[src/hdl/tacs_pkg.sv]
// tacs_pkg: shared types, constants and the solver micro-program
// used by every module of the touch affine calibration solver
// no dependencies
`default_nettype none

package tacs_pkg;

	// fixed block configuration
	localparam int POINTS    = 5;
	localparam int SAMPLES   = 3;
	localparam int RAW_BITS  = 12;

	// field widths
	localparam int COORD_W   = 12;
	localparam int DIM_W     = 12;
	localparam int KIDX_W    = 3;
	localparam int QUO_W     = 32;

	// sample collection
	localparam int SUM_W     = 14;
	localparam int SCNT_W    = 2;
	localparam int PIDX_W    = 3;
	localparam int RECIP_SH  = 17;
	localparam int RECIP_W   = 18;
	localparam int RECIP     = (2**RECIP_SH + SAMPLES - 1) / SAMPLES;
	localparam logic [COORD_W-1:0] RAW_MASK = COORD_W'((1 << RAW_BITS) - 1);

	// targets
	localparam int TGT_W      = 14;
	localparam int TGT_MARGIN = 20;

	// arithmetic widths
	localparam int OPD_W   = 33;
	localparam int PROD_W  = 2 * OPD_W;
	localparam int ACC_W   = 80;
	localparam int NUM_W   = 96;
	localparam int DEN_W   = 64;
	localparam int SPLIT   = 31;
	localparam int FRAC    = 16;
	localparam int W_S1    = 16;
	localparam int W_S2    = 28;
	localparam int W_C     = 32;
	localparam int W_D     = 64;

	// configuration register indexes
	localparam int CFG_IDX_W = 1;
	localparam logic [CFG_IDX_W-1:0] REG_SCREEN_WIDTH  = 1'd0;
	localparam logic [CFG_IDX_W-1:0] REG_SCREEN_HEIGHT = 1'd1;
	localparam logic [DIM_W-1:0] RST_SCREEN_WIDTH  = 12'd320;
	localparam logic [DIM_W-1:0] RST_SCREEN_HEIGHT = 12'd240;

	// input kinds
	localparam logic KIND_SAMPLE  = 1'b0;
	localparam logic KIND_RESTART = 1'b1;

	// output coefficient numbering
	localparam int COEF_PER_AXIS = 3;
	localparam int COEF_LAST     = 5;

	typedef struct packed {
		logic               kind;
		logic [COORD_W-1:0] raw_x;
		logic [COORD_W-1:0] raw_y;
	} in_item_t;

	typedef struct packed {
		logic [KIDX_W-1:0]       coef_index;
		logic signed [QUO_W-1:0] coef_value;
		logic                    singular;
		logic                    last;
	} out_item_t;

	typedef struct packed {
		logic mul_en;
		logic acc_en;
		logic sub;
		logic sh31;
		logic clr;
	} mac_ctl_t;

	// micro-op kinds
	localparam logic [1:0] K_MUL  = 2'd0;
	localparam logic [1:0] K_ST   = 2'd1;
	localparam logic [1:0] K_DIV  = 2'd2;
	localparam logic [1:0] K_NEXT = 2'd3;

	// operand, destination and divider source codes
	localparam int SEL_W = 6;
	localparam logic [SEL_W-1:0] SRC_ONE  = 6'd0;
	localparam logic [SEL_W-1:0] SRC_N    = 6'd1;
	localparam logic [SEL_W-1:0] SRC_RX   = 6'd2;
	localparam logic [SEL_W-1:0] SRC_RY   = 6'd3;
	localparam logic [SEL_W-1:0] SRC_U    = 6'd4;
	localparam logic [SEL_W-1:0] SRC_V    = 6'd5;
	localparam logic [SEL_W-1:0] SRC_SX   = 6'd6;
	localparam logic [SEL_W-1:0] SRC_SY   = 6'd7;
	localparam logic [SEL_W-1:0] SRC_SXX  = 6'd8;
	localparam logic [SEL_W-1:0] SRC_SYY  = 6'd9;
	localparam logic [SEL_W-1:0] SRC_SXY  = 6'd10;
	localparam logic [SEL_W-1:0] SRC_S0   = 6'd11;
	localparam logic [SEL_W-1:0] SRC_S1   = 6'd12;
	localparam logic [SEL_W-1:0] SRC_SXS0 = 6'd13;
	localparam logic [SEL_W-1:0] SRC_SXS1 = 6'd14;
	localparam logic [SEL_W-1:0] SRC_SYS0 = 6'd15;
	localparam logic [SEL_W-1:0] SRC_SYS1 = 6'd16;
	localparam logic [SEL_W-1:0] SRC_ST   = 6'd17;
	localparam logic [SEL_W-1:0] SRC_SXST = 6'd18;
	localparam logic [SEL_W-1:0] SRC_SYST = 6'd19;
	localparam logic [SEL_W-1:0] SRC_CXX  = 6'd20;
	localparam logic [SEL_W-1:0] SRC_CYY  = 6'd21;
	localparam logic [SEL_W-1:0] SRC_CXY  = 6'd22;
	localparam logic [SEL_W-1:0] SRC_CXU  = 6'd23;
	localparam logic [SEL_W-1:0] SRC_CYU  = 6'd24;
	localparam logic [SEL_W-1:0] SRC_D    = 6'd25;
	localparam logic [SEL_W-1:0] SRC_ND   = 6'd26;
	localparam logic [SEL_W-1:0] SRC_NA   = 6'd27;
	localparam logic [SEL_W-1:0] SRC_NB   = 6'd28;
	localparam logic [SEL_W-1:0] SRC_CN   = 6'd29;
	localparam logic [SEL_W-1:0] SRC_DLO  = 6'd30;
	localparam logic [SEL_W-1:0] SRC_DHI  = 6'd31;
	localparam logic [SEL_W-1:0] SRC_NALO = 6'd32;
	localparam logic [SEL_W-1:0] SRC_NAHI = 6'd33;
	localparam logic [SEL_W-1:0] SRC_NBLO = 6'd34;
	localparam logic [SEL_W-1:0] SRC_NBHI = 6'd35;

	typedef struct packed {
		logic [1:0]       kind;
		logic [SEL_W-1:0] a_sel;
		logic [SEL_W-1:0] b_sel;
		logic             sub;
		logic             sh31;
		logic             clr;
		logic             loop;
		logic [SEL_W-1:0] dst;
	} uop_t;

	localparam int PC_W     = 6;
	localparam int T_START  = 37;
	localparam int DIV0_PC  = 56;

	function automatic uop_t u_mul(input logic [SEL_W-1:0] a, input logic [SEL_W-1:0] b,
			input logic sub, input logic sh, input logic clr, input logic loop);
		uop_t u;
		u.kind  = K_MUL;
		u.a_sel = a;
		u.b_sel = b;
		u.sub   = sub;
		u.sh31  = sh;
		u.clr   = clr;
		u.loop  = loop;
		u.dst   = SRC_ONE;
		return u;
	endfunction

	function automatic uop_t u_st(input logic [SEL_W-1:0] dst);
		uop_t u;
		u = u_mul(SRC_ONE, SRC_ONE, 1'b0, 1'b0, 1'b0, 1'b0);
		u.kind = K_ST;
		u.dst  = dst;
		return u;
	endfunction

	function automatic uop_t u_div(input logic [SEL_W-1:0] num, input logic [SEL_W-1:0] den);
		uop_t u;
		u = u_mul(num, den, 1'b0, 1'b0, 1'b0, 1'b0);
		u.kind = K_DIV;
		return u;
	endfunction

	function automatic uop_t u_next();
		uop_t u;
		u = u_mul(SRC_ONE, SRC_ONE, 1'b0, 1'b0, 1'b0, 1'b0);
		u.kind = K_NEXT;
		return u;
	endfunction

	// solver program: point sums, centred moments, determinant, then per axis
	function automatic uop_t uprog(input logic [PC_W-1:0] pc);
		uop_t u;
		case (pc)
			6'd0:  u = u_mul(SRC_RX, SRC_ONE, 1'b0, 1'b0, 1'b1, 1'b1);
			6'd1:  u = u_st(SRC_SX);
			6'd2:  u = u_mul(SRC_RY, SRC_ONE, 1'b0, 1'b0, 1'b1, 1'b1);
			6'd3:  u = u_st(SRC_SY);
			6'd4:  u = u_mul(SRC_RX, SRC_RX, 1'b0, 1'b0, 1'b1, 1'b1);
			6'd5:  u = u_st(SRC_SXX);
			6'd6:  u = u_mul(SRC_RY, SRC_RY, 1'b0, 1'b0, 1'b1, 1'b1);
			6'd7:  u = u_st(SRC_SYY);
			6'd8:  u = u_mul(SRC_RX, SRC_RY, 1'b0, 1'b0, 1'b1, 1'b1);
			6'd9:  u = u_st(SRC_SXY);
			6'd10: u = u_mul(SRC_U, SRC_ONE, 1'b0, 1'b0, 1'b1, 1'b1);
			6'd11: u = u_st(SRC_S0);
			6'd12: u = u_mul(SRC_V, SRC_ONE, 1'b0, 1'b0, 1'b1, 1'b1);
			6'd13: u = u_st(SRC_S1);
			6'd14: u = u_mul(SRC_RX, SRC_U, 1'b0, 1'b0, 1'b1, 1'b1);
			6'd15: u = u_st(SRC_SXS0);
			6'd16: u = u_mul(SRC_RX, SRC_V, 1'b0, 1'b0, 1'b1, 1'b1);
			6'd17: u = u_st(SRC_SXS1);
			6'd18: u = u_mul(SRC_RY, SRC_U, 1'b0, 1'b0, 1'b1, 1'b1);
			6'd19: u = u_st(SRC_SYS0);
			6'd20: u = u_mul(SRC_RY, SRC_V, 1'b0, 1'b0, 1'b1, 1'b1);
			6'd21: u = u_st(SRC_SYS1);
			6'd22: u = u_mul(SRC_N, SRC_SXX, 1'b0, 1'b0, 1'b1, 1'b0);
			6'd23: u = u_mul(SRC_SX, SRC_SX, 1'b1, 1'b0, 1'b0, 1'b0);
			6'd24: u = u_st(SRC_CXX);
			6'd25: u = u_mul(SRC_N, SRC_SYY, 1'b0, 1'b0, 1'b1, 1'b0);
			6'd26: u = u_mul(SRC_SY, SRC_SY, 1'b1, 1'b0, 1'b0, 1'b0);
			6'd27: u = u_st(SRC_CYY);
			6'd28: u = u_mul(SRC_N, SRC_SXY, 1'b0, 1'b0, 1'b1, 1'b0);
			6'd29: u = u_mul(SRC_SX, SRC_SY, 1'b1, 1'b0, 1'b0, 1'b0);
			6'd30: u = u_st(SRC_CXY);
			6'd31: u = u_mul(SRC_CXX, SRC_CYY, 1'b0, 1'b0, 1'b1, 1'b0);
			6'd32: u = u_mul(SRC_CXY, SRC_CXY, 1'b1, 1'b0, 1'b0, 1'b0);
			6'd33: u = u_st(SRC_D);
			6'd34: u = u_mul(SRC_N, SRC_DLO, 1'b0, 1'b0, 1'b1, 1'b0);
			6'd35: u = u_mul(SRC_N, SRC_DHI, 1'b0, 1'b1, 1'b0, 1'b0);
			6'd36: u = u_st(SRC_ND);
			6'd37: u = u_mul(SRC_N, SRC_SXST, 1'b0, 1'b0, 1'b1, 1'b0);
			6'd38: u = u_mul(SRC_SX, SRC_ST, 1'b1, 1'b0, 1'b0, 1'b0);
			6'd39: u = u_st(SRC_CXU);
			6'd40: u = u_mul(SRC_N, SRC_SYST, 1'b0, 1'b0, 1'b1, 1'b0);
			6'd41: u = u_mul(SRC_SY, SRC_ST, 1'b1, 1'b0, 1'b0, 1'b0);
			6'd42: u = u_st(SRC_CYU);
			6'd43: u = u_mul(SRC_CXU, SRC_CYY, 1'b0, 1'b0, 1'b1, 1'b0);
			6'd44: u = u_mul(SRC_CYU, SRC_CXY, 1'b1, 1'b0, 1'b0, 1'b0);
			6'd45: u = u_st(SRC_NA);
			6'd46: u = u_mul(SRC_CYU, SRC_CXX, 1'b0, 1'b0, 1'b1, 1'b0);
			6'd47: u = u_mul(SRC_CXU, SRC_CXY, 1'b1, 1'b0, 1'b0, 1'b0);
			6'd48: u = u_st(SRC_NB);
			6'd49: u = u_mul(SRC_ST, SRC_DLO, 1'b0, 1'b0, 1'b1, 1'b0);
			6'd50: u = u_mul(SRC_ST, SRC_DHI, 1'b0, 1'b1, 1'b0, 1'b0);
			6'd51: u = u_mul(SRC_NALO, SRC_SX, 1'b1, 1'b0, 1'b0, 1'b0);
			6'd52: u = u_mul(SRC_NAHI, SRC_SX, 1'b1, 1'b1, 1'b0, 1'b0);
			6'd53: u = u_mul(SRC_NBLO, SRC_SY, 1'b1, 1'b0, 1'b0, 1'b0);
			6'd54: u = u_mul(SRC_NBHI, SRC_SY, 1'b1, 1'b1, 1'b0, 1'b0);
			6'd55: u = u_st(SRC_CN);
			6'd56: u = u_div(SRC_NA, SRC_D);
			6'd57: u = u_div(SRC_NB, SRC_D);
			6'd58: u = u_div(SRC_CN, SRC_ND);
			default: u = u_next();
		endcase
		return u;
	endfunction

endpackage

`default_nettype wire

[src/hdl/tacs_div.sv]
// tacs_div: bit-serial restoring divider, signed, truncating, saturated to 32 bits
// one quotient bit per cycle; depends on tacs_pkg
`default_nettype none

module tacs_div import tacs_pkg::*; (
	input  logic                    clk,
	input  logic                    arst_n,
	input  logic                    start,
	input  logic signed [NUM_W-1:0] num,
	input  logic signed [DEN_W-1:0] den,
	output logic                    busy,
	output logic                    done,
	output logic signed [QUO_W-1:0] quot
);

	localparam int CNT_W = $clog2(NUM_W + 1);

	logic              act_q, fin_q;
	logic [CNT_W-1:0]  cnt_q;
	logic [NUM_W-1:0]  n_q;
	logic [DEN_W-1:0]  dmag_q, rem_q;
	logic [QUO_W:0]    q_q;
	logic              ovf_q, neg_q, zero_q;
	logic [DEN_W:0]    rem_sh, diff;
	logic              ge, big;

	assign rem_sh = {rem_q, n_q[NUM_W-1]};
	assign diff   = rem_sh - {1'b0, dmag_q};
	assign ge     = (rem_sh >= {1'b0, dmag_q});

	always_ff @(posedge clk or negedge arst_n) begin
		if (!arst_n) begin
			act_q <= 1'b0;
			fin_q <= 1'b0;
			cnt_q <= '0;
		end else begin
			fin_q <= 1'b0;
			if (start) begin
				act_q <= 1'b1;
				cnt_q <= CNT_W'(NUM_W);
			end else if (act_q) begin
				cnt_q <= cnt_q - 1'b1;
				if (cnt_q == CNT_W'(1)) begin
					act_q <= 1'b0;
					fin_q <= 1'b1;
				end
			end
		end
	end

	always_ff @(posedge clk) begin
		if (start) begin
			n_q    <= num[NUM_W-1] ? NUM_W'(-num) : NUM_W'(num);
			dmag_q <= den[DEN_W-1] ? DEN_W'(-den) : DEN_W'(den);
			neg_q  <= num[NUM_W-1] ^ den[DEN_W-1];
			zero_q <= (den == '0);
			rem_q  <= '0;
			q_q    <= '0;
			ovf_q  <= 1'b0;
		end else if (act_q) begin
			rem_q <= ge ? diff[DEN_W-1:0] : rem_sh[DEN_W-1:0];
			n_q   <= n_q << 1;
			q_q   <= {q_q[QUO_W-1:0], ge};
			ovf_q <= ovf_q | q_q[QUO_W];
		end
	end

	assign big = ovf_q | q_q[QUO_W] | q_q[QUO_W-1];

	always_comb begin
		if (zero_q) begin
			quot = '0;
		end else if (big) begin
			quot = neg_q ? {1'b1, {(QUO_W-1){1'b0}}} : {1'b0, {(QUO_W-1){1'b1}}};
		end else if (neg_q) begin
			quot = -$signed(q_q[QUO_W-1:0]);
		end else begin
			quot = $signed(q_q[QUO_W-1:0]);
		end
	end

	assign busy = act_q;
	assign done = fin_q;

endmodule

`default_nettype wire

[config.mk]
export PLATFORM = sky130hd
export DESIGN_NAME = tacs_div
export DESIGN_NICKNAME = d
export VERILOG_FILES = /design/src/hdl/tacs_pkg.sv /design/src/hdl/tacs_div.sv
export SDC_FILE = /design/constraint.sdc
export NUM_CORES = 1
export LEC_CHECK = 0
export ABC_CLOCK_PERIOD_IN_PS = 3750
export BUFFER_PORTS_ARGS = -buffer_cell sky130_fd_sc_hd__buf_2
export CORE_MARGIN = 4
export CORE_UTILIZATION = 35
export DETAILED_ROUTE_END_ITERATION = 10
export PLACE_DENSITY = 0.62
export SYNTH_ARGS = -nofsm -noshare
export SYNTH_HDL_FRONTEND = slang
export SYNTH_SLANG_ARGS = --single-unit
[constraint.sdc]
create_clock -name clk -period 3.75 [get_ports clk]
set_clock_uncertainty 0.2 [all_clocks]
set_input_delay 0.75 -clock clk [delete_from_list [all_inputs] [get_ports clk]]
set_output_delay 0.75 -clock clk [all_outputs]
set_load 0.005 [all_outputs]
# Word level (Yosys, flattened, before mapping)
# Index checks and enable logic that the tools add are counted.
word_totals:
  ff_bits: 269
  inputBits: 163
  out_inout_bits: 34
  elab_cells: 40
op_classes:
  add_sub_neg: 5
  magnitude_cmp: 1
  eq_ne: 1
  mux: 17
  bitwise: 3
  reduce_logical: 2
ops:
  columns: ["op", "count"]
  rows:
  - ["2-to-1 mux 96 bit", 3]
  - ["2-to-1 mux 32 bit", 4]
  - ["negator 96 bit", 1]
  - [">= comparator 65 x 64 -> 1 bit", 1]
  - ["zero test 64 bit", 1]
  - ["2-to-1 mux 64 bit", 1]
  - ["negator 64 bit", 1]
  - ["subtractor 64 bit", 1]
  - ["2-to-1 mux 63 bit", 1]
  - ["negator 32 bit", 1]
  - ["2-to-1 mux 7 bit", 2]
  - ["== test 7 x 1 -> 1 bit, second input constant", 1]
  - ["subtractor 7 x 1 -> 7 bit, second input constant", 1]
  - ["2-to-1 mux 1 bit", 6]
  - ["bitwise OR 1 bit", 2]
  - ["nonzero test 2 bit", 1]
  - ["bitwise XOR 1 bit", 1]

# Logic depth before layout (Yosys ltp)
# Gate-level depths: netlist of the first run.
depth:
  ltp_word: 4
  mapped_depth: 15
  ltp_nobuf: 13

# Worst setup path before layout of the first run
# No wires, ideal clock.
synth_path:
  kind: "flip-flop to output port"
  startpoint: "register q_q[7]"
  endpoint: "output port quot[26]"
  t_arrival_ns: 2.983
  t_required_ns: 2.800
  setup_slack_ns: -0.183
  path_stages_with_launch: 12
  path_buffers: 1
  path_cell_list: "dfxtp_1 > clkbuf_1 > nor4_2 > nand4_1 > or3b_2 > or4b_1 > nand2b_1 > or3_1 > nand2_1 > xnor2_1 > nor2_1 > a211oi_1"
synth_between:
  elab_chain_cells: 4
synth_rtl:
  columns: ["element", "line", "rtl"]
  rows:
  - ["start, declared", "tacs_div.sv:22", "logic [QUO_W:0] q_q;"]
  - ["start signal, assigned", "tacs_div.sv:63", "q_q <= {q_q[QUO_W-1:0], ge};"]
  - ["negator 32 bit", "tacs_div.sv:76", "quot = -$signed(q_q[QUO_W-1:0]);"]
  - ["2-to-1 mux 32 bit", "tacs_div.sv:75", "end else if (neg_q) begin"]
  - ["2-to-1 mux 32 bit", "tacs_div.sv:73", "end else if (big) begin"]
  - ["2-to-1 mux 32 bit", "tacs_div.sv:71", "if (zero_q) begin"]
  - ["end, declared", "tacs_div.sv:13", "output logic signed [QUO_W-1:0] quot"]
# No other way between the ends.

# Worst setup path in the final report of the first run
layout_path:
  startpoint: "register q_q[6]"
  endpoint: "output port quot[26]"
# The elaborated chain is that of the path after synthesis.

==> results of run 1 <==
-- routing by layer --
| metal | vias up | global-route usage, % | wire length [µm] |
|---|---|---|---|
| met2 | 415 | 29.6 | 24500 |
| met1 | 8140 | 24.1 | 23900 |
| li1 | 8607 | - | - |
| met5 | - | 0 | 92 |
| met3 | 97 | 3.24 | 2900 |
| met4 | 14 | 5.56 | 1470 |
-- cell families after synthesis --
logic type	after synthesis	synth area share, %
muxes	63	3.43
AOI/OAI and AO/OA	613	20.4
xor gates and xnor gates	213	10.0
and+or+nand+nor	760	19.2
buffers and inverters	217	4.40
DFF	269	37.8
adders and majority gates	70	4.73
-- per-stage QoR --
| stage | area (µm²) | std cells | TNS (ns) | hold WS (ns) |
|---|---|---|---|---|
| after floorplan | 18700 | 2205 | -0.150 | 0.254 |
| after global placement | 21500 | 3143 | -2.85 | 0.267 |
| after detailed placement | 21500 | 3143 | -4.26 | 0.294 |
| after CTS | 22800 | 3217 | -4.60 | 0.227 |
| after global routing | 22900 | 3219 | -5.24 | 0.252 |
| final | 23000 | 3221 | -3.24 | 0.258 |
-- layout make-up --
class	instances	share of cell area [%]
inverter	97	1.60
clock inverter	17	0.665
antenna	3	0.0327
timing repair buffer	381	10.8
clock buffer	47	4.28
multi-input combinational	1719	48.1
tap	688	3.75
sequential	269	30.8
-- state kept, by name (all words and copies together) (netlist names) --
name and cells:
busy 1, cnt_q 7, dmag_q 64, done 1
n_q 96, neg_q 1, ovf_q 1, q_q 33
rem_q 64, zero_q 1
-- repair_timing --
action,4_1_cts,5_1_grt
hold endpoints to repair,9,0
endpoints found under the setup margin,23,91
resized for setup,26,39
pin swaps,9,6
hold buffers,1,0
setup buffers,9,4
-- where the power goes --
part / switching [mW] / internal, mW / leakage (nW)
Combinational: 3.28 / 2.63 / 6.61
Sequential: 0.317 / 3.69 / 2.53
Clock: 1.35 / 1.99 / 0.559
-- worst register-to-register path: cells and delay by family (launching register included) --
| kind | cells | cell delay [ns] |
|---|---|---|
| compound gates | 9 | 2.34 |
| xor+xnor | 1 | 0.18 |
| fa+ha+maj | 1 | 0.36 |
| buf+inv | 1 | 0.05 |
| flops | 1 | 0.33 |
-- path summary, 6_finish.rpt --
path | start | end | slack, ns | depth (start not counted)
setup / recovery | q_q[6]$_SDFFE_PP0P_ | quot[26] | -0.57 | 11
hold / removal | den[0] | dmag_q[0]$_DFFE_PP_ | 0.26 | 1
setup reg to reg | dmag_q[8]$_DFFE_PP_ | rem_q[55]$_SDFFE_PP0P_ | 0.18 | 12
hold reg to reg | rem_q[6]$_SDFFE_PP0P_ | rem_q[6]$_SDFFE_PP0P_ | 0.30 | 2
max in group asynchronous | arst_n | busy$_DFF_PN0_ | 2.76 | 2
min in group asynchronous | arst_n | cnt_q[1]$_DFFE_PN0P_ | 0.39 | 2
-- placed cells by master (no fill, tap or decap), types with 19 or more instances in the layout --
cell,count
a21oi_1,220
o31ai_1,55
buf_2,195
nand3_1,29
nand4_1,34
nor3_1,40
inv_1,96
dfxtp_1,94
edfxtp_1,162
o21ai_0,115
nor2b_1,19
nand2_1,153
ha_1,69
xor2_1,121
nor2_1,330
buf_4,171
or4_1,22
a211oi_1,55
o41ai_1,27
a21o_1,26
xnor2_1,91
or3_1,27
mux2i_1,55
clkbuf_16,36
-- Yosys cell counts, types with 27 or more instances --
cell type	instances	area, µm²
a211oi_1	56	420
a21oi_1	221	1110
clkbuf_1	103	387
dfxtp_1	98	1960
edfxtp_1	162	4860
ha_1	69	863
inv_1	97	364
mux2i_1	56	561
nand2_1	155	582
nand3_1	30	150
nand4_1	34	213
nor2_1	334	1250
nor3_1	44	220
o21ai_0	125	626
o31ai_1	57	428
o41ai_1	27	236
or3_1	30	188
xnor2_1	92	806
xor2_1	121	1060
==> results.md, run 1 <==
- EDFF count, synth: 162
- Antenna violations before repair: 11
- Crit path launch type: register
- Multi-input logic area: 11000 µm²
- Violated checks: setup timing
- Number of global-route vias before repair: 16900
- Final core occ: 43.6%
- Synth warn: 0
- Seq. cell area: 7060 µm²
- Root Buffer: clkbuf_16
- Std-Cell Rows: 84
- Pin count of the biggest net entering global routing: 123
- Worst Setup End Kind: output pin
- Total gr overflow: 0
- Share of cells above drive strength 1: 20.4%
- Synth Flop Type: edfxtp_1
- Setup WS pre-CTS: -0.299 ns
- # DRC: 0
- Synthesized instance count: 2205
- Distinct cells, synth: 69
- Clk pin slew, worst setup/hold paths: 0.06 ns
- Synthesized area per cell: 8.46 µm²
- Hpwl dp: 39.7 mm
- Crit path max-delay family: simple AND/OR/NAND/NOR gates
- Worst Tran Pin Value: 1.07 ns
- IO Count: 197
- Slew margin rel.: 28.7%
- WP data arrival: 3.37 ns
- Clock sinks: 269
- Final antenna-violating net count: 0
- Drt first-iter violations: 1267
- Fin. max-slew vios: 0
- Worst endpoint required time: 2.80 ns
- Global Route Usage Sum: 18.0%
- Overall power: 13.3 mW
- Die outline width: 239 µm
- Worst min path class: in2reg
- Synth Register Bits: 269
- Final WS setup: -0.572 ns
- Gpl congestion: 0.934
- Die span in y: 239 µm
- Drt pass-1 iters: 5
- Asr flop ratio synth: 3.35%
- Crit path time final: 4.32 ns
- Cell-by-cell listing of the critical path: nor4_4 -> nand4_1 -> or3b_4 -> or4b_4 -> nand2b_4 -> or3_4 -> nand2_4 -> xnor2_2 -> nor2_2 -> a211oi_2 -> buf_2
- Via density: 5.36
- Fin. Hold Viols: 0
- Syn nets: 2438
- RSZ-0062 raised after global routing: yes
- Worst-skew pair later-pin latency: 0.55 ns
- Initial Util: 35.4%
- Port buffer count: 196
- Die area: 57100 µm²
- Final setup fails: 11
- Area Growth Syn to Fin: 23.0%
- PD cells: 577 nW/µm²
- Critical path type: reg2out
- Max frequency: 0.231 GHz
- Synthesized area: 18700 µm²
- Final Routed Wirelength: 52.9 mm
- Peak VDD IR: 0.294 mV
- TritonCTS clock tree: done
- Leakage power figure: 9.69 nW
- H-tree levels: 2
- # nets final: 2736
- Max-cap viol count: 0
- Critical Path Fanout Max: 3
- First-pass GRT wire length: 85.7 mm
- Crit path largest cell delay: 0.51 ns
- Post-DR wirelength/cell: 16.4 µm
- Clock Tree Buf Depth: 3
- Outcome: complete, but fails checks
- Core ar.: 52700 µm²
- Final period util: 115%
- Filler instances: 5143
- TritonCTS buffer count: 35
- Via count: 17300
- Register area share after synthesis: 37.8%
- CP bufs+invs: 1
- CP max-delay cell: or4b_4
No activity file was read; power rests on OpenSTA's default activity.
==> run 2: changes to the inputs <==
CTS_BUF_LIST = sky130_fd_sc_hd__clkbuf_4 sky130_fd_sc_hd__clkbuf_8   (was not set)
==> results.md, run 2 (synthesis gave the netlist of run 1 again) <==
- Worst Setup End Kind: output pin
- RSZ-0062 raised after global routing: yes
- H-tree levels: 2 (unchanged)
- Final setup fails: 12 (+1)
- Leakage power figure: 9.75 nW (+0.63%)
- Port buffer count: 196 (unchanged)
- IO Count: 197 (unchanged)
- Gpl congestion: 0.934 (unchanged)
- PD cells: 572 nW/µm² (-0.97%)
- Initial Util: 35.4% (unchanged)
- Met2 usage: 29.3% (-0.34 points)
- Filler instances: 5143 (unchanged)
- Slew margin rel.: 30.5% (+1.7 points)
- Core ar.: 52700 µm² (unchanged)
- Antenna violations before repair: 11 (unchanged)
- Die area: 57100 µm² (unchanged)
- Pin count of the biggest net entering global routing: 123 (unchanged)
- Number of global-route vias before repair: 17000 (+0.71%)
- Seq. cell area: 7060 µm² (about the same)
- Std-Cell Rows: 84 (unchanged)
- Post-DR wirelength/cell: 16.3 µm (-0.64%)
- Max frequency: 0.226 GHz (-2.2%)
- Worst Tran Pin Value: 1.04 ns (-0.0262 ns)
- Setup WS pre-CTS: -0.299 ns (unchanged)
- Global Route Usage Sum: 18.0% (+0.028 points)
- Final WS setup: -0.667 ns (-0.0957 ns)
- WP data arrival: 3.47 ns (+0.10 ns)
- Met3 GRT Util: 3.98% (+0.74 points)
- Critical Path Fanout Max: 3 (unchanged)
- Top Registers: n_q (96), dmag_q (64), rem_q (64)
- Max-cap viol count: 0 (unchanged)
- Area Growth Syn to Fin: 23.3%
- Clock sinks: 269 (unchanged)
- TritonCTS clock tree: done
- Final core occ: 43.7% (+0.12 points)
- Fin cells: 3253 (+0.99%)
- Critical path type: reg2out
- Violated checks: setup timing
- Drt pass-1 iters: 7 (+2)
- Via density: 5.34 (-0.47%)
- TritonCTS buffer count: 51 (+46%)
- Multi-input logic area: 11100 µm² (+0.51%)
- Root Buffer: clkbuf_8
- Fin. Hold Viols: 0 (unchanged)
- Most frequent cells in the layout: 330 x nor2_1, 220 x a21oi_1, 195 x buf_2, 174 x buf_4, 162 x edfxtp_1
- Crit path time final: 4.42 ns (+0.0957 ns)
- Die span in y: 239 µm (unchanged)
- Grt met1 use: 24.0% (-0.10 points)
- Share of cells above drive strength 1: 22.1% (+1.7 points)
- Final Routed Wirelength: 53.1 mm (+0.35%)
- Worst endpoint required time: 2.80 ns (about the same)
- Total gr overflow: 0 (unchanged)
- Final period util: 118% (+2.6 points)
- Via count: 17400 (+0.52%)
- Busiest grt layer: met2
- Fin. max-slew vios: 0 (unchanged)
- # nets final: 2751 (+0.55%)
- First-pass GRT wire length: 85.9 mm (+0.27%)
- # DRC: 0 (unchanged)
- Clock Tree Buf Depth: 3 (unchanged)
- Hpwl dp: 39.7 mm (unchanged)
- Outcome: complete, but fails checks
- Most common cell after layout, fill and taps aside: nor2_1
- Worst-skew pair later-pin latency: 0.64 ns (+0.09 ns)
- Worst min path class: in2reg
- Drt first-iter violations: 1289 (+1.7%)
- Final antenna-violating net count: 0 (unchanged)
- Peak VDD IR: 0.253 mV (-14%)
- Hold WS: 0.194 ns (-0.0643 ns)
- Register with the most flip-flops: n_q
- Die outline width: 239 µm (unchanged)
- Crit path launch type: register
- Clk pin slew, worst setup/hold paths: 0.06 ns (about the same)
- Placed cell count: 3143 (unchanged)
- Max reg flops: 96 (unchanged)
==> run 2: changes by cell type in the layout (fill, tap and decap cells not counted), moves of 3 or more <==
cell,change
buf_4,+3
buf_6,-4
clkbuf_1,-7
clkbuf_16,-36
clkbuf_4,+21
clkbuf_8,+58
clkinv_2,-3
==> run 2: where the power goes <==
part           internal (mW)  switching, mW  leakage, nW
logic                   2.62           3.29         6.61
clock network           1.92           1.33        0.613
registers               3.69          0.317         2.53
total                   8.23           4.93         9.75
==> run 2: area by class of cell <==
cell class,instances,area share (%)
antenna,4,0.0435
sequential,269,30.7
timing repair buffer,380,10.7
inverter,97,1.59
clock buffer,83,4.39
tap,688,3.74
multi-input combinational,1719,48.2
clock inverter,13,0.658
==> run 2: routing by layer <==
metal	up-vias	share of wire, %
met1	8162	45
met3	105	5.9
met4	14	2.7
met5	-	0.19
met2	437	46
li1	8645	-
==> run 2: final timing paths <==
| kind | from | endpoint | slack (ns) | cells after the start |
|---|---|---|---|---|
| worst max-delay path | q_q[6]$_SDFFE_PP0P_ | quot[26] | -0.67 | 11 |
| worst min-delay path | den[0] | dmag_q[0]$_DFFE_PP_ | 0.19 | 1 |
| worst max register to register | dmag_q[8]$_DFFE_PP_ | rem_q[55]$_SDFFE_PP0P_ | 0.17 | 12 |
| worst min register to register | rem_q[6]$_SDFFE_PP0P_ | rem_q[6]$_SDFFE_PP0P_ | 0.30 | 2 |
| max in group asynchronous | arst_n | busy$_DFF_PN0_ | 2.84 | 2 |
| min in group asynchronous | arst_n | done$_DFF_PN0_ | 0.31 | 2 |
==> run 2: timing repair <==
item / 4_1_cts / 5_1_grt
setup endpoints to repair: 31 / 92
hold buffers: 1 / 0
buffers inserted: 9 / 3
endpoints found under the hold margin: 9 / 0
gates resized for setup: 22 / 52
cloned: 0 / 0
pin swaps: 7 / 9
==> run 2: stage by stage <==
stage / TNS, ns / instance area (µm²) / power [mW]
after floorplan: -0.150 / 18700 / 7.86
after global placement: -2.85 / 21500 / 9.52
after detailed placement: -4.26 / 21500 / 9.60
after CTS: -6.88 / 22800 / 13.1
after global routing: -6.88 / 23000 / 14.1
final: -4.32 / 23000 / 13.2
==> run 2: worst max-delay path, stage by stage (launching register included) <==
cell and delay, ns:
dfxtp_2 0.33, nor4_4 0.29, nand4_1 0.19, or3b_4 0.41, or4b_4 0.52, nand2b_4 0.16
or3_4 0.36, nand2_4 0.08, xnor2_2 0.11, nor2_2 0.05, a211oi_2 0.16, buf_2 0.18
